[src/sv/tgq_pkg.sv]
package tgq_pkg;

    // field widths fixed by the interface
    localparam int RAW_W  = 12;
    localparam int TIME_W = 32;
    localparam int DEB_W  = 16;
    localparam int CFG_W  = 16;
    localparam int GS_W   = 2;
    localparam int XPOS_W = 9;
    localparam int YPOS_W = 8;

    // an axis must change by more than this to count as a move
    localparam int MOVE_THRESHOLD = 5;

    // gesture codes as seen on the output
    localparam logic [GS_W-1:0] GS_IDLE = 2'd0;
    localparam logic [GS_W-1:0] GS_DOWN = 2'd1;
    localparam logic [GS_W-1:0] GS_MOVE = 2'd2;
    localparam logic [GS_W-1:0] GS_UP   = 2'd3;

    typedef enum logic [2:0] {
        CFG_CAL_X_MIN    = 3'd0,
        CFG_CAL_X_MAX    = 3'd1,
        CFG_CAL_Y_MIN    = 3'd2,
        CFG_CAL_Y_MAX    = 3'd3,
        CFG_MIN_PRESSURE = 3'd4,
        CFG_MAX_PRESSURE = 3'd5,
        CFG_INVERT_AXES  = 3'd6,
        CFG_DEBOUNCE_MS  = 3'd7
    } cfg_index_t;

endpackage

[src/sv/tgq_in_if.sv]
interface tgq_in_if;
    import tgq_pkg::*;

    logic              valid;
    logic              ready;
    logic              touched;
    logic [RAW_W-1:0]  raw_x;
    logic [RAW_W-1:0]  raw_y;
    logic [RAW_W-1:0]  raw_pressure;
    logic [TIME_W-1:0] now_ms;

    modport source (
        output valid, touched, raw_x, raw_y, raw_pressure, now_ms,
        input  ready
    );

    modport sink (
        input  valid, touched, raw_x, raw_y, raw_pressure, now_ms,
        output ready
    );

endinterface

[src/sv/tgq_out_if.sv]
interface tgq_out_if;
    import tgq_pkg::*;

    logic              valid;
    logic              ready;
    logic [GS_W-1:0]   gesture_state;
    logic [XPOS_W-1:0] x_pos;
    logic [YPOS_W-1:0] y_pos;
    logic [RAW_W-1:0]  pressure_out;
    logic              point_valid;

    modport source (
        output valid, gesture_state, x_pos, y_pos, pressure_out, point_valid,
        input  ready
    );

    modport sink (
        input  valid, gesture_state, x_pos, y_pos, pressure_out, point_valid,
        output ready
    );

endinterface

[src/sv/tgq_axis.sv]
module tgq_axis #(
    parameter int SIZE = 320
) (
    input  logic                          clk,
    input  logic                          rst_n,
    input  logic                          start,
    input  logic [tgq_pkg::RAW_W-1:0]     raw,
    input  logic [tgq_pkg::RAW_W-1:0]     cal_lo,
    input  logic [tgq_pkg::RAW_W-1:0]     cal_hi,
    input  logic                          invert,
    output logic                          busy,
    output logic [$clog2(SIZE)-1:0]       coord
);
    import tgq_pkg::*;

    localparam int CW    = $clog2(SIZE);
    // |raw - lo| * SIZE stays below 2^(RAW_W + CW)
    localparam int NW    = RAW_W + CW;
    localparam int CNT_W = $clog2(NW + 1);

    typedef enum logic [3:0] {
        AX_IDLE = 4'b0001,
        AX_MUL  = 4'b0010,
        AX_DIV  = 4'b0100,
        AX_FIX  = 4'b1000
    } ax_state_t;

    ax_state_t          state_reg, state_next;
    logic [CNT_W-1:0]   cnt_reg, cnt_next;
    logic [RAW_W-1:0]   dmag_reg, dmag_next;
    logic [RAW_W-1:0]   smag_reg, smag_next;
    logic               neg_reg, neg_next;
    logic               zero_reg, zero_next;
    logic               invert_reg, invert_next;
    logic [NW-1:0]      quo_reg, quo_next;
    logic [RAW_W-1:0]   rem_reg, rem_next;
    logic [CW-1:0]      coord_reg, coord_next;

    logic [RAW_W:0]     diff;
    logic [RAW_W:0]     span;
    logic [RAW_W:0]     trial;
    logic               trial_ge;
    logic [NW-1:0]      quo_fix;
    logic               neg_fix;
    logic               over_fix;

    assign diff     = {1'b0, raw} - {1'b0, cal_lo};
    assign span     = {1'b0, cal_hi} - {1'b0, cal_lo};

    // restoring division, one quotient bit per cycle
    assign trial    = {rem_reg, quo_reg[NW-1]};
    assign trial_ge = trial >= {1'b0, smag_reg};

    // zero span maps to zero; a negative quotient of zero is plain zero
    assign quo_fix  = zero_reg ? '0 : quo_reg;
    assign neg_fix  = neg_reg && (quo_fix != '0);
    assign over_fix = quo_fix >= NW'(SIZE);

    always_comb
    begin
        state_next  = state_reg;
        cnt_next    = cnt_reg;
        dmag_next   = dmag_reg;
        smag_next   = smag_reg;
        neg_next    = neg_reg;
        zero_next   = zero_reg;
        invert_next = invert_reg;
        quo_next    = quo_reg;
        rem_next    = rem_reg;
        coord_next  = coord_reg;
        case (state_reg)
            AX_IDLE:
            begin
                if (start)
                begin
                    dmag_next   = diff[RAW_W] ? RAW_W'(-diff) : diff[RAW_W-1:0];
                    smag_next   = span[RAW_W] ? RAW_W'(-span) : span[RAW_W-1:0];
                    neg_next    = diff[RAW_W] ^ span[RAW_W];
                    zero_next   = (span == '0);
                    invert_next = invert;
                    state_next  = AX_MUL;
                end
            end
            AX_MUL:
            begin
                quo_next   = NW'(dmag_reg) * NW'(SIZE);
                rem_next   = '0;
                cnt_next   = CNT_W'(NW);
                state_next = AX_DIV;
            end
            AX_DIV:
            begin
                rem_next = trial_ge ? RAW_W'(trial - {1'b0, smag_reg}) : trial[RAW_W-1:0];
                quo_next = {quo_reg[NW-2:0], trial_ge};
                cnt_next = cnt_reg - CNT_W'(1);
                if (cnt_reg == CNT_W'(1))
                begin
                    state_next = AX_FIX;
                end
            end
            AX_FIX:
            begin
                // sign, mirror and clamp without a signed intermediate
                if (!invert_reg)
                begin
                    if (neg_fix)
                        coord_next = '0;
                    else if (over_fix)
                        coord_next = CW'(SIZE - 1);
                    else
                        coord_next = quo_fix[CW-1:0];
                end
                else
                begin
                    if (neg_fix)
                        coord_next = CW'(SIZE - 1);
                    else if (over_fix)
                        coord_next = '0;
                    else
                        coord_next = CW'(NW'(SIZE - 1) - quo_fix);
                end
                state_next = AX_IDLE;
            end
            default:
            begin
                state_next = AX_IDLE;
            end
        endcase
    end

    always_ff @(posedge clk or negedge rst_n)
    begin
        if (!rst_n)
        begin
            state_reg <= AX_IDLE;
            cnt_reg   <= '0;
        end
        else
        begin
            state_reg <= state_next;
            cnt_reg   <= cnt_next;
        end
    end

    always_ff @(posedge clk)
    begin
        dmag_reg   <= dmag_next;
        smag_reg   <= smag_next;
        neg_reg    <= neg_next;
        zero_reg   <= zero_next;
        invert_reg <= invert_next;
        quo_reg    <= quo_next;
        rem_reg    <= rem_next;
        coord_reg  <= coord_next;
    end

    assign busy  = (state_reg != AX_IDLE);
    assign coord = coord_reg;

endmodule

[src/sv/touch_gesture_qualifier_unit.sv]
// channel  | role   | handshake      | payload
// in_ch    | sink   | valid / ready  | touched, raw_x, raw_y, raw_pressure, now_ms
// out_ch   | source | valid / ready  | gesture_state, x_pos, y_pos, pressure_out, point_valid
// cfg      | write  | cfg_wr_en      | cfg_index, cfg_data
//
// one word in gives one word out, once the bit-serial dividers of both axes are done
// a new word can be taken in the same cycle that the previous result is registered
// reset restores the calibration defaults, idles the gesture and zeroes the point
// a stalled result sits in the output register while the next word computes;
// that word then waits for the result to be taken before it updates state
module touch_gesture_qualifier_unit #(
    parameter int SCREEN_W = 320,
    parameter int SCREEN_H = 240
) (
    input  logic                        clk,
    input  logic                        rst_n,
    input  logic                        cfg_wr_en,
    input  tgq_pkg::cfg_index_t         cfg_index,
    input  logic [tgq_pkg::CFG_W-1:0]   cfg_data,
    tgq_in_if.sink                      in_ch,
    tgq_out_if.source                   out_ch
);
    import tgq_pkg::*;

    localparam int XW = $clog2(SCREEN_W);
    localparam int YW = $clog2(SCREEN_H);

    typedef enum logic [1:0] {
        T_IDLE = 2'b01,
        T_CALC = 2'b10
    } top_state_t;

    typedef enum logic [3:0] {
        G_IDLE = 4'b0001,
        G_DOWN = 4'b0010,
        G_MOVE = 4'b0100,
        G_UP   = 4'b1000
    } gesture_t;

    // configuration registers
    logic [RAW_W-1:0]  cal_x_min_reg;
    logic [RAW_W-1:0]  cal_x_max_reg;
    logic [RAW_W-1:0]  cal_y_min_reg;
    logic [RAW_W-1:0]  cal_y_max_reg;
    logic [RAW_W-1:0]  min_pressure_reg;
    logic [RAW_W-1:0]  max_pressure_reg;
    logic              invert_axes_reg;
    logic [DEB_W-1:0]  debounce_ms_reg;

    top_state_t        state_reg, state_next;
    gesture_t          gesture_reg, gesture_next;
    logic [XW-1:0]     point_x_reg, point_x_next;
    logic [YW-1:0]     point_y_reg, point_y_next;
    logic [RAW_W-1:0]  point_pres_reg, point_pres_next;
    logic              point_ok_reg, point_ok_next;
    logic [TIME_W-1:0] release_reg, release_next;
    logic              out_valid_reg, out_valid_next;

    // word captured at accept
    logic              hit_reg;
    logic [RAW_W-1:0]  pres_reg;
    logic [TIME_W-1:0] now_reg;

    logic              accept;
    logic              hit_in;
    logic              finish;
    logic              x_busy;
    logic              y_busy;
    logic [XW-1:0]     nx;
    logic [YW-1:0]     ny;
    logic [XW:0]       dx;
    logic [YW:0]       dy;
    logic [XW:0]       adx;
    logic [YW:0]       ady;
    logic              moved;
    logic [TIME_W-1:0] elapsed;
    logic              settled;

    assign accept = in_ch.valid && in_ch.ready;
    assign hit_in = in_ch.touched
                 && (in_ch.raw_pressure >= min_pressure_reg)
                 && (in_ch.raw_pressure <= max_pressure_reg);

    always_ff @(posedge clk or negedge rst_n)
    begin
        if (!rst_n)
        begin
            cal_x_min_reg    <= RAW_W'(200);
            cal_x_max_reg    <= RAW_W'(3800);
            cal_y_min_reg    <= RAW_W'(200);
            cal_y_max_reg    <= RAW_W'(3800);
            min_pressure_reg <= RAW_W'(200);
            max_pressure_reg <= RAW_W'(4000);
            invert_axes_reg  <= 1'b0;
            debounce_ms_reg  <= DEB_W'(50);
        end
        else if (cfg_wr_en)
        begin
            case (cfg_index)
                CFG_CAL_X_MIN:    cal_x_min_reg    <= cfg_data[RAW_W-1:0];
                CFG_CAL_X_MAX:    cal_x_max_reg    <= cfg_data[RAW_W-1:0];
                CFG_CAL_Y_MIN:    cal_y_min_reg    <= cfg_data[RAW_W-1:0];
                CFG_CAL_Y_MAX:    cal_y_max_reg    <= cfg_data[RAW_W-1:0];
                CFG_MIN_PRESSURE: min_pressure_reg <= cfg_data[RAW_W-1:0];
                CFG_MAX_PRESSURE: max_pressure_reg <= cfg_data[RAW_W-1:0];
                CFG_INVERT_AXES:  invert_axes_reg  <= cfg_data[0];
                CFG_DEBOUNCE_MS:  debounce_ms_reg  <= cfg_data[DEB_W-1:0];
                default:          invert_axes_reg  <= invert_axes_reg;
            endcase
        end
    end

    // both axes map in parallel, each through its own serial divider
    tgq_axis #(
        .SIZE (SCREEN_W)
    ) u_axis_x (
        .clk    (clk),
        .rst_n  (rst_n),
        .start  (accept),
        .raw    (in_ch.raw_x),
        .cal_lo (cal_x_min_reg),
        .cal_hi (cal_x_max_reg),
        .invert (invert_axes_reg),
        .busy   (x_busy),
        .coord  (nx)
    );

    tgq_axis #(
        .SIZE (SCREEN_H)
    ) u_axis_y (
        .clk    (clk),
        .rst_n  (rst_n),
        .start  (accept),
        .raw    (in_ch.raw_y),
        .cal_lo (cal_y_min_reg),
        .cal_hi (cal_y_max_reg),
        .invert (invert_axes_reg),
        .busy   (y_busy),
        .coord  (ny)
    );

    // move detection against the stored point
    assign dx    = {1'b0, nx} - {1'b0, point_x_reg};
    assign dy    = {1'b0, ny} - {1'b0, point_y_reg};
    assign adx   = dx[XW] ? -dx : dx;
    assign ady   = dy[YW] ? -dy : dy;
    assign moved = (adx > (XW+1)'(MOVE_THRESHOLD)) || (ady > (YW+1)'(MOVE_THRESHOLD));

    // modular time since release
    assign elapsed = now_reg - release_reg;
    assign settled = elapsed > TIME_W'(debounce_ms_reg);

    // update only once the previous result has left the output register
    assign finish = (state_reg == T_CALC) && !x_busy && !y_busy
                 && (!out_valid_reg || out_ch.ready);

    always_comb
    begin
        state_next      = state_reg;
        gesture_next    = gesture_reg;
        point_x_next    = point_x_reg;
        point_y_next    = point_y_reg;
        point_pres_next = point_pres_reg;
        point_ok_next   = point_ok_reg;
        release_next    = release_reg;
        out_valid_next  = out_valid_reg && !out_ch.ready;

        case (state_reg)
            T_IDLE:
            begin
                if (accept)
                begin
                    state_next = T_CALC;
                end
            end
            T_CALC:
            begin
                if (finish)
                begin
                    state_next     = T_IDLE;
                    out_valid_next = 1'b1;
                    case (gesture_reg)
                        G_IDLE:
                        begin
                            if (hit_reg)
                            begin
                                gesture_next = G_DOWN;
                                release_next = now_reg;
                            end
                        end
                        G_DOWN:
                        begin
                            if (hit_reg)
                            begin
                                if (moved)
                                    gesture_next = G_MOVE;
                            end
                            else
                            begin
                                gesture_next = G_UP;
                                release_next = now_reg;
                            end
                        end
                        G_MOVE:
                        begin
                            if (!hit_reg)
                            begin
                                gesture_next = G_UP;
                                release_next = now_reg;
                            end
                        end
                        G_UP:
                        begin
                            // polls are ignored until the hold time runs out
                            if (settled)
                            begin
                                gesture_next  = G_IDLE;
                                point_ok_next = 1'b0;
                            end
                        end
                        default:
                        begin
                            gesture_next = G_IDLE;
                        end
                    endcase
                    // a counted touch outside the up state stores the point
                    if (hit_reg && (gesture_reg != G_UP))
                    begin
                        point_x_next    = nx;
                        point_y_next    = ny;
                        point_pres_next = pres_reg;
                        point_ok_next   = 1'b1;
                    end
                end
            end
            default:
            begin
                state_next = T_IDLE;
            end
        endcase
    end

    always_ff @(posedge clk or negedge rst_n)
    begin
        if (!rst_n)
        begin
            state_reg      <= T_IDLE;
            gesture_reg    <= G_IDLE;
            point_x_reg    <= '0;
            point_y_reg    <= '0;
            point_pres_reg <= '0;
            point_ok_reg   <= 1'b0;
            release_reg    <= '0;
            out_valid_reg  <= 1'b0;
        end
        else
        begin
            state_reg      <= state_next;
            gesture_reg    <= gesture_next;
            point_x_reg    <= point_x_next;
            point_y_reg    <= point_y_next;
            point_pres_reg <= point_pres_next;
            point_ok_reg   <= point_ok_next;
            release_reg    <= release_next;
            out_valid_reg  <= out_valid_next;
        end
    end

    always_ff @(posedge clk)
    begin
        if (accept)
        begin
            hit_reg  <= hit_in;
            pres_reg <= in_ch.raw_pressure;
            now_reg  <= in_ch.now_ms;
        end
    end

    assign in_ch.ready = (state_reg == T_IDLE);

    // point registers change only when a result is loaded, so they are the payload
    always_comb
    begin
        case (gesture_reg)
            G_IDLE:  out_ch.gesture_state = GS_IDLE;
            G_DOWN:  out_ch.gesture_state = GS_DOWN;
            G_MOVE:  out_ch.gesture_state = GS_MOVE;
            G_UP:    out_ch.gesture_state = GS_UP;
            default: out_ch.gesture_state = GS_IDLE;
        endcase
    end

    assign out_ch.valid        = out_valid_reg;
    assign out_ch.x_pos        = XPOS_W'(point_x_reg);
    assign out_ch.y_pos        = YPOS_W'(point_y_reg);
    assign out_ch.pressure_out = point_pres_reg;
    assign out_ch.point_valid  = point_ok_reg;

    // a fresh result only ever follows a finished calculation
    assert property (@(posedge clk) disable iff (!rst_n)
        $rose(out_valid_reg) |-> $past(state_reg == T_CALC))
        else $error("result appeared without a calculation");

    // the point is valid exactly outside the idle gesture
    assert property (@(posedge clk) disable iff (!rst_n)
        point_ok_reg == (gesture_reg != G_IDLE))
        else $error("point validity out of step with gesture");

    // axis units are quiet whenever a new word may be taken
    assert property (@(posedge clk) disable iff (!rst_n)
        (state_reg == T_IDLE) |-> (!x_busy && !y_busy))
        else $error("axis unit busy while idle");

    // stored point stays on the screen
    assert property (@(posedge clk) disable iff (!rst_n)
        (point_x_reg <= XW'(SCREEN_W - 1)) && (point_y_reg <= YW'(SCREEN_H - 1)))
        else $error("stored point off screen");

endmodule
[src/flat_wrapper.sv]
// flat-port wrapper written by rule: the top's interface ports become plain ports
module touch_gesture_qualifier_unit_flat import tgq_pkg::*;
#(
    parameter int SCREEN_W = 320,
    parameter int SCREEN_H = 240
)
  (clk, rst_n, cfg_wr_en, cfg_index, cfg_data, in_ch_valid, in_ch_touched, in_ch_raw_x, in_ch_raw_y, in_ch_raw_pressure, in_ch_now_ms, in_ch_ready, out_ch_valid, out_ch_gesture_state, out_ch_x_pos, out_ch_y_pos, out_ch_pressure_out, out_ch_point_valid, out_ch_ready);
  tgq_in_if in_ch_i ();
  tgq_out_if out_ch_i ();
  input  logic clk;
  input  logic rst_n;
  input  logic cfg_wr_en;
  input  tgq_pkg::cfg_index_t cfg_index;
  input  logic [tgq_pkg::CFG_W-1:0] cfg_data;
  input wire logic [$bits(in_ch_i.valid)-1:0] in_ch_valid;
  input wire logic [$bits(in_ch_i.touched)-1:0] in_ch_touched;
  input wire logic [$bits(in_ch_i.raw_x)-1:0] in_ch_raw_x;
  input wire logic [$bits(in_ch_i.raw_y)-1:0] in_ch_raw_y;
  input wire logic [$bits(in_ch_i.raw_pressure)-1:0] in_ch_raw_pressure;
  input wire logic [$bits(in_ch_i.now_ms)-1:0] in_ch_now_ms;
  output wire logic [$bits(in_ch_i.ready)-1:0] in_ch_ready;
  output wire logic [$bits(out_ch_i.valid)-1:0] out_ch_valid;
  output wire logic [$bits(out_ch_i.gesture_state)-1:0] out_ch_gesture_state;
  output wire logic [$bits(out_ch_i.x_pos)-1:0] out_ch_x_pos;
  output wire logic [$bits(out_ch_i.y_pos)-1:0] out_ch_y_pos;
  output wire logic [$bits(out_ch_i.pressure_out)-1:0] out_ch_pressure_out;
  output wire logic [$bits(out_ch_i.point_valid)-1:0] out_ch_point_valid;
  input wire logic [$bits(out_ch_i.ready)-1:0] out_ch_ready;
  assign in_ch_i.valid = in_ch_valid;
  assign in_ch_i.touched = in_ch_touched;
  assign in_ch_i.raw_x = in_ch_raw_x;
  assign in_ch_i.raw_y = in_ch_raw_y;
  assign in_ch_i.raw_pressure = in_ch_raw_pressure;
  assign in_ch_i.now_ms = in_ch_now_ms;
  assign in_ch_ready = in_ch_i.ready;
  assign out_ch_valid = out_ch_i.valid;
  assign out_ch_gesture_state = out_ch_i.gesture_state;
  assign out_ch_x_pos = out_ch_i.x_pos;
  assign out_ch_y_pos = out_ch_i.y_pos;
  assign out_ch_pressure_out = out_ch_i.pressure_out;
  assign out_ch_point_valid = out_ch_i.point_valid;
  assign out_ch_i.ready = out_ch_ready;
  touch_gesture_qualifier_unit #(.SCREEN_W(SCREEN_W), .SCREEN_H(SCREEN_H)) u_core (.clk(clk), .rst_n(rst_n), .cfg_wr_en(cfg_wr_en), .cfg_index(cfg_index), .cfg_data(cfg_data), .in_ch(in_ch_i), .out_ch(out_ch_i));
endmodule
[config.mk]
export PLATFORM = sky130hd
export DESIGN_NAME = touch_gesture_qualifier_unit_flat
export DESIGN_NICKNAME = d
export VERILOG_FILES = /design/src/sv/tgq_pkg.sv /design/src/sv/tgq_in_if.sv /design/src/sv/tgq_out_if.sv /design/src/sv/tgq_axis.sv /design/src/sv/touch_gesture_qualifier_unit.sv /design/src/flat_wrapper.sv
export SDC_FILE = /design/constraint.sdc
export NUM_CORES = 1
export LEC_CHECK = 0
export BUFFER_PORTS_ARGS = -buffer_cell sky130_fd_sc_hd__buf_4
export CAP_MARGIN = 20
export CORE_ASPECT_RATIO = 0.6
export CORE_MARGIN = 1
export CORE_UTILIZATION = 67
export DETAILED_ROUTE_END_ITERATION = 8
export GPL_ROUTABILITY_DRIVEN = 0
export PLACE_DENSITY_LB_ADDON = 0.05
export RECOVER_POWER = 100
export SETUP_SLACK_MARGIN = 0.02
export SLEW_MARGIN = 20
export SYNTH_ARGS = -nofsm -noshare
export SYNTH_HDL_FRONTEND = slang
export SYNTH_SLANG_ARGS = --single-unit
[constraint.sdc]
create_clock -name clk -period 11.1 [get_ports clk]
set_input_delay 1.11 -clock clk [delete_from_list [all_inputs] [get_ports clk]]
set_output_delay 1.11 -clock clk [all_outputs]
set_load 0.02 [all_outputs]
==> results of run 1 <==
## cell usage after synthesis (30+ instances only)
cell type and count:
fa_1 31, inv_1 213, dfrtp_1 140, nand2_1 194, mux2_2 119, nor3_1 30, xor2_1 43, xnor2_1 104
a21o_1 58, dfstp_2 36, o21ai_0 126, ha_1 214, edfxtp_1 181, clkbuf_1 37, nor2_1 129, a21oi_1 132
nor2b_1 33
## worst max-delay path by stage
stage / endpoint / slack [ns] / cells after the start
detailed placement: u_core.u_axis_x.dmag_reg[4] / 6.26 / 16
floorplan: u_core.gesture_reg[0] / 7.00 / 21
global placement: u_core.gesture_reg[0] / 6.42 / 21
CTS: u_core.gesture_reg[0] / 6.26 / 21
finish: u_core.cal_y_min_reg[11] / 5.08 / 2
global route: u_core.cal_y_min_reg[11] / 3.92 / 2
## per-layer routing
layer / wire length [um] / part of all wire (%) / vias to the layer above / global-route usage (%)
met3: 4420 / 7.9 / 86 / 5.20
met5: 21 / 0.038 / - / 0
li1: - / - / 8245 / -
met2: 23800 / 43 / 644 / 47.5
met1: 26600 / 48 / 8398 / 49.5
met4: 981 / 1.8 / 2 / 7.34
## layout make-up
type	count	area, um2
clock buffers	50	1080
clock inverters	14	184
fillers	2385	8300
inverters	214	803
multi-input cells	1616	12200
flip-flops and latches	357	9880
well taps	459	574
repair buffers	143	818
## power by group through the flow
stage               sequential [W]  clock, W  combinational [W]
floorplan                  0.00221         0            0.00320
global placement           0.00222         0            0.00400
detailed placement         0.00224         0            0.00418
CTS                        0.00222   0.00132            0.00423
global route               0.00227   0.00137            0.00469
finish                     0.00223   0.00131            0.00423
## per-stage QoR
step	std cells	utilization, %
6_report	2853	75.5
4_1_cts	2852	76.4
2_1_floorplan	2240	-
3_5_place_dp	2788	72.7
3_3_place_gp	2788	72.7
5_1_grt	2853	75.5
## logic make-up after synthesis
kind of cell | share of synthesized area (%)
AND/OR/NAND/NOR | 13.2
AO/OA/AOI/OAI | 13.2
multiplexers | 6.55
XOR/XNOR | 5.57
flip-flops | 42.7
buffers and inverters | 4.47
adder cells (fa/ha/maj) | 14.3
==> results.py, run 1 <==
metrics = {
    "run_status": {
        "status": "finished with violations",
        "violations": "max-capacitance violations, max-slew violations",
    },
    "placement": {
        "placed_area_um2": 24600,
        "portBuffers": 126,
        "pre_cts_slack_ns": 6.26,
        "post-dp-hpwl_um": 41400,
    },
    "worst_setup_path": {
        "criticalPathCategory": "primary input to asynchronous set/reset pin",
        "cpMostUsedCell": "clkbuf_1",
        "endpoint_kind": "asynchronous set/reset pin",
        "ff2ff_path_depth": 19,
        "crit_slowest_cell": "clkbuf_1",
        "startpoint": "rst_n",
        "required_ns": 10.95,
        "crit_buf_inv": 2,
        "cp.arrival_ns": 5.87,
        "cp_top_family": "buffers and inverters",
        "rr_endpoint": "u_core.gesture_reg[0]",
        "path_cells": "clkbuf_1, clkbuf_1",
        "start_kind": "primary input",
        "slowest_delay_ns": 2.56,
        "reg2reg_from": "u_core.now_reg[1]",
        "reg2reg_slack_ns": 6.11,
        "cp_max_fo": 63,
    },
    "power_and_ir_drop": {
        "intPower_w": 0.00455,
        "power_w": 0.00777,
        "powerDensity_nw_per_um2": 305,
        "switching_share_pct": 41.5,
        "clkPwrFrac_pct": 16.8,
        "p_seq_share_pct": 28.7,
        "leakage_nw": 11.0,
        "p_switching_w": 0.00323,
        "vdd_drop_max_mv": 0.199,
        "combinationalPowerShare_pct": 54.5,
    },
    "layout": {
        "final_layout_size_suffix_gt1_share_pct": 13.0,
        "final_area_um2": 25500,
        "antenna_cells": 0,
        "layout_common_cells": "ha_1, inv_1, nand2_1",
        "nNetsFinal": 2706,
        "area_growth_syn_to_layout_pct": 10.4,
        "final_common_cell": "ha_1",
    },
    "synth": {
        "synth-edff-count": 181,
        "synthCells": 2240,
        "yosys_most_used_dff": "edfxtp_1",
        "netlist-cell-type-count": 88,
        "synthesis.area_um2": 23100,
        "avgSynthCellArea_um2": 10.3,
        "yosys_warnings": 0,
        "ys_seq_elements": 357,
        "ys_seq_area_share_pct": 42.7,
        "yosysTopAreaCell": "edfxtp_1",
        "syn-num-nets": 2578,
        "synth_area_leaders": "edfxtp_1, dfrtp_1, ha_1",
        "netlist.area_leader.share_pct": 23.5,
        "async_flop_share_pct": 49.3,
    },
    "min_path": {
        "worstHoldPathType": "flop to flop",
        "holdPathStages": 1,
        "holdPathEnd": "u_core.out_ch.pressure_out[6]",
        "worstHoldStart": "u_core.pres_reg[6]",
    },
    "routing": {
        "firstDrtPassIters": 6,
        "ant_nets": 0,
        "vias": 17400,
        "wl_per_cell_um": 19.6,
        "drtIter0Drc": 1651,
        "drc": 0,
        "wl_um": 55900,
        "viasPerCell": 6.09,
    },
    "clock_network": {
        "ctsHtreeMaxLevel": 2,
        "root_buffer": "clkbuf_16",
        "clock_latency_ns": 0.54,
        "cts_buffers": 36,
        "clk_pin_slew_worst_paths_ns": 0.06,
        "cts.sinks": 357,
        "cts_setup_buffers": 0,
        "hold_buffers": 0,
        "cts_resized": 0,
        "cts_buffer_depth": 3,
        "cts_tree": "yes",
    },
    "global_routing": {
        "grt_pass1_vias": 17300,
        "grt_pass1_wl_um": 90300,
        "globalRouteTotalUtil_pct": 32.1,
        "antenna_found_initial": 5,
        "grt_remaining_overflow": 0,
        "grt_max_degree": 64,
    },
    "sta": {
        "drv_slew": 461,
        "fmax_mhz": 166,
        "rsz0062_at_grt": "false",
        "finalWorstSetupSlack_ns": 5.08,
        "finalSetupViolCount": 0,
        "min_period_ns": 6.02,
        "slew_headroom_pct": -131,
        "min_period_over_period_pct": 54.2,
        "final.setup.tns_ns": 0,
        "worstMarginPinSlew_ns": 3.47,
        "timing.final.hold_violations": 0,
        "fin_hold_ws_ns": 0.477,
        "clock_skew_ns": 0.0155,
    },
    "floorplanning": {
        "start_util_pct": 68.3,
        "io_pins": 127,
        "rows": 52,
        "coreArea_um2": 33800,
        "die_area_um2": 35300,
        "chipWidth_um": 242,
        "die_y_um": 146,
    },
    "run": {
        "drv_cap": 13,
    },
}
No activity file was read; power rests on OpenSTA's default activity.
==> run 2, diff against run 1 <==
Settings changed: ABC_AREA set to 1, CORE_UTILIZATION 67 to 63.
Clock period 11.1 ns to 5.9 ns, I/O delays scaled along.
==> run 2 against run 1 <==
  * The flow still finishes with violations (max-capacitance violations, max-slew violations)
  * Critical path depth rose by 21
  * Synthesized cell count rose by 29%
  * Flip-flop and latch count did not move
  * Clock-buffer cell count fell by 2
  * Setup slack got worse by 3.2 ns
  * Die area rose by 11%
  * Sequential share of layout area fell by 1.5 points
  * Synthesized area rose by 4.4%
  * Sequential power rose by 79%
  * Combinational power rose by 65%
  * Critical path type is now flop to flop
  * Largest cell class unchanged
==> results.py, run 2 <==
metrics = {
    "floorplanning": {
        "rows": 55,
        "io_pins": 127,
        "chipWidth_um": 255,
        "die_y_um": 154,
        "coreArea_um2": 37700,
        "die_area_um2": 39100,
        "start_util_pct": 64.0,
    },
    "global_routing": {
        "grt_max_degree": 172,
        "grt_remaining_overflow": 0,
        "globalRouteTotalUtil_pct": 30.0,
        "antenna_found_initial": 4,
        "grt_pass1_wl_um": 93600,
        "grt_pass1_vias": 18500,
    },
    "synth": {
        "syn-num-nets": 3226,
        "netlist-cell-type-count": 54,
        "synth_area_leaders": "edfxtp_1, dfrtp_1, ha_1",
        "synth_commonest_cells": "nand2_1, inv_1, nor2_1, ha_1, o21ai_0",
        "synth.most_common_cell": "nand2_1",
        "async_flop_share_pct": 49.3,
        "yosys_most_used_dff": "edfxtp_1",
        "netlist.area_leader.share_pct": 22.5,
        "ys_seq_area_share_pct": 41.0,
        "yosys_warnings": 0,
        "synthesis.area_um2": 24100,
        "ys_seq_elements": 357,
        "avgSynthCellArea_um2": 8.36,
        "synthCells": 2888,
        "yosysTopAreaCell": "edfxtp_1",
        "synth-edff-count": 181,
    },
    "layout": {
        "final_area_um2": 26600,
        "seq_area_um2": 9880,
        "nNetsFinal": 3364,
        "final_common_cell": "nand2_1",
        "multiInputGateArea_um2": 12200,
        "final_layout_size_suffix_gt1_share_pct": 6.98,
        "nFillCells": 3023,
        "area_growth_syn_to_layout_pct": 10.1,
        "layout_common_cells": "nand2_1, inv_1, nor2_1",
    },
    "worst_setup_path": {
        "criticalPathCategory": "flop to flop",
        "start_kind": "flop",
        "ff2ff_path_depth": 23,
        "crit_buf_inv": 1,
        "cp_top_family": "simple AND/OR/NAND/NOR gates",
        "cpMostUsedCell": "nand2_1",
        "endpoint_kind": "flop",
        "cp.arrival_ns": 4.46,
        "cp_max_fo": 6,
        "crit_slowest_cell": "edfxtp_1",
        "worst-path-stages": 23,
        "slowest_delay_ns": 0.40,
        "required_ns": 6.37,
        "path_cells": "ha_1, nand2_1, inv_1, a21oi_1, nand3_2, nand2_1, nand2_1, xor2_1, ha_1, nand2_1, nor2_1, nand2_1, nor2_1, nand4_1, nand2_1, nand3_1, nor2_1, nand2_1, nor2_1, nand4_1, nand3_1, nand2_1, nand2_1",
        "reg2reg_slack_ns": 1.91,
    },
    "power_and_ir_drop": {
        "switching_share_pct": 43.1,
        "p_switching_w": 0.00580,
        "leakage_nw": 12.9,
        "clkPwrFrac_pct": 18.5,
        "intPower_w": 0.00768,
        "powerDensity_nw_per_um2": 507,
        "p_seq_share_pct": 29.6,
        "combinationalPowerShare_pct": 51.9,
        "vdd_drop_max_mv": 0.317,
    },
    "sta": {
        "min_period_over_period_pct": 67.6,
        "final.setup.tns_ns": 0,
        "min_period_ns": 3.99,
        "fmax_mhz": 251,
        "timing.final.hold_violations": 0,
        "worstMarginPinSlew_ns": 3.04,
        "finalSetupViolCount": 0,
        "slew_headroom_pct": -103,
        "drv_slew": 143,
        "rsz0062_at_grt": "false",
        "clock_skew_ns": 0.0140,
    },
    "placement": {
        "placed_area_um2": 25700,
        "portBuffers": 126,
        "post-dp-hpwl_um": 44800,
    },
    "routing": {
        "firstDrtPassIters": 8,
        "drc": 0,
        "ant_nets": 0,
        "wl_per_cell_um": 16.4,
        "viasPerCell": 5.59,
        "wl_um": 58500,
        "vias": 20000,
        "drtIter0Drc": 2019,
    },
    "min_path": {
        "worstHoldPathType": "primary input to flop",
        "holdPathStages": 1,
    },
    "clock_network": {
        "cts_buffer_depth": 3,
        "cts_resized": 0,
        "cts.sinks": 357,
        "cts_buffers": 37,
        "clk_pin_slew_worst_paths_ns": 0.06,
        "clock_latency_ns": 0.53,
        "cts_tree": "yes",
        "root_buffer": "clkbuf_16",
        "ctsHtreeMaxLevel": 2,
    },
    "run": {
        "drv_cap": 6,
    },
    "run_status": {
        "violations": "max-capacitance violations, max-slew violations",
        "status": "finished with violations",
    },
}
[run 2: cell types whose count changed after synthesis, sizes merged, moves of 53 or more]
cell	change
o21ai	+82
xnor2	-59
nor2	+101
nand3	+111
a21o	-53
mux2	-77
inv	+248
nand2	+486
[run 2: kinds of logic after synthesis]
family	count (synthesis)	share of synthesized area, %
adders and majority gates	245	13.7
DFF	357	41.0
and+or+nand+nor	1156	20.1
muxes	43	2.44
AOI/OAI and AO/OA	455	10.2
xor gates and xnor gates	130	4.72
buffers and inverters	502	7.92
[run 2: final timing paths]
check                                           start                    endpoint
setup reg to reg                    u_core.now_reg[8]       u_core.gesture_reg[3]
hold reg to reg            u_core.u_axis_x.cnt_reg[3]  u_core.u_axis_x.cnt_reg[3]
max in group asynchronous                       rst_n      u_core.release_reg[17]
min in group asynchronous                       rst_n      u_core.out_ch.y_pos[5]
hold / removal                       in_ch_now_ms[20]          u_core.now_reg[20]
setup / recovery                    u_core.now_reg[8]       u_core.gesture_reg[3]
[run 2: routing by layer]
metal | routed length, um | track usage [%] | vias to the layer above | share of wire [%]
met5 | 0 | 0 | - | 0
met4 | 1190 | 6.84 | 0 | 2.0
met3 | 4920 | 4.62 | 89 | 8.4
met2 | 24800 | 44.9 | 792 | 42
met1 | 27600 | 45.9 | 9315 | 47
li1 | - | - | 9763 | -
[run 2: metrics by stage]
stage | hold slack [ns] | std cells | setup slack [ns] | util [%] | total power [W]
after floorplan | 0.294 | 2888 | 2.85 | - | 0.00923
final | 0.251 | 3569 | 1.91 | 70.4 | 0.0135
after detailed placement | 0.386 | 3498 | 2.21 | 68.0 | 0.0110
after global placement | 0.385 | 3498 | 2.32 | 68.0 | 0.0107
after global routing | 0.237 | 3569 | 1.59 | 70.4 | 0.0146
after CTS | 0.207 | 3564 | 2.14 | 71.5 | 0.0135
[run 2: final cells by class]
cell class	instances	area share, %
clock inverters	17	0.801
inverters	463	6.54
clock buffers	48	4.03
multi-input cells	2029	45.9
diodes	4	0.0377
flip-flops and latches	357	37.2
repair buffers	138	3.09
well taps	513	2.42
[run 2: what timing repair did]
item | 4_1_cts | 5_1_grt
buffers inserted | 0 | 0
hold buffers | 1 | 0
hold endpoints to repair | 5 | 0
[run 2: power groups by stage]
stage                     registers (W)  logic (W)  clock network [W]
final                           0.00400    0.00699            0.00249
after floorplan                 0.00401    0.00522                  0
after global routing            0.00407    0.00792            0.00261
after global placement          0.00400    0.00668                  0
after CTS                       0.00398    0.00703            0.00252
after detailed placement        0.00402    0.00696                  0
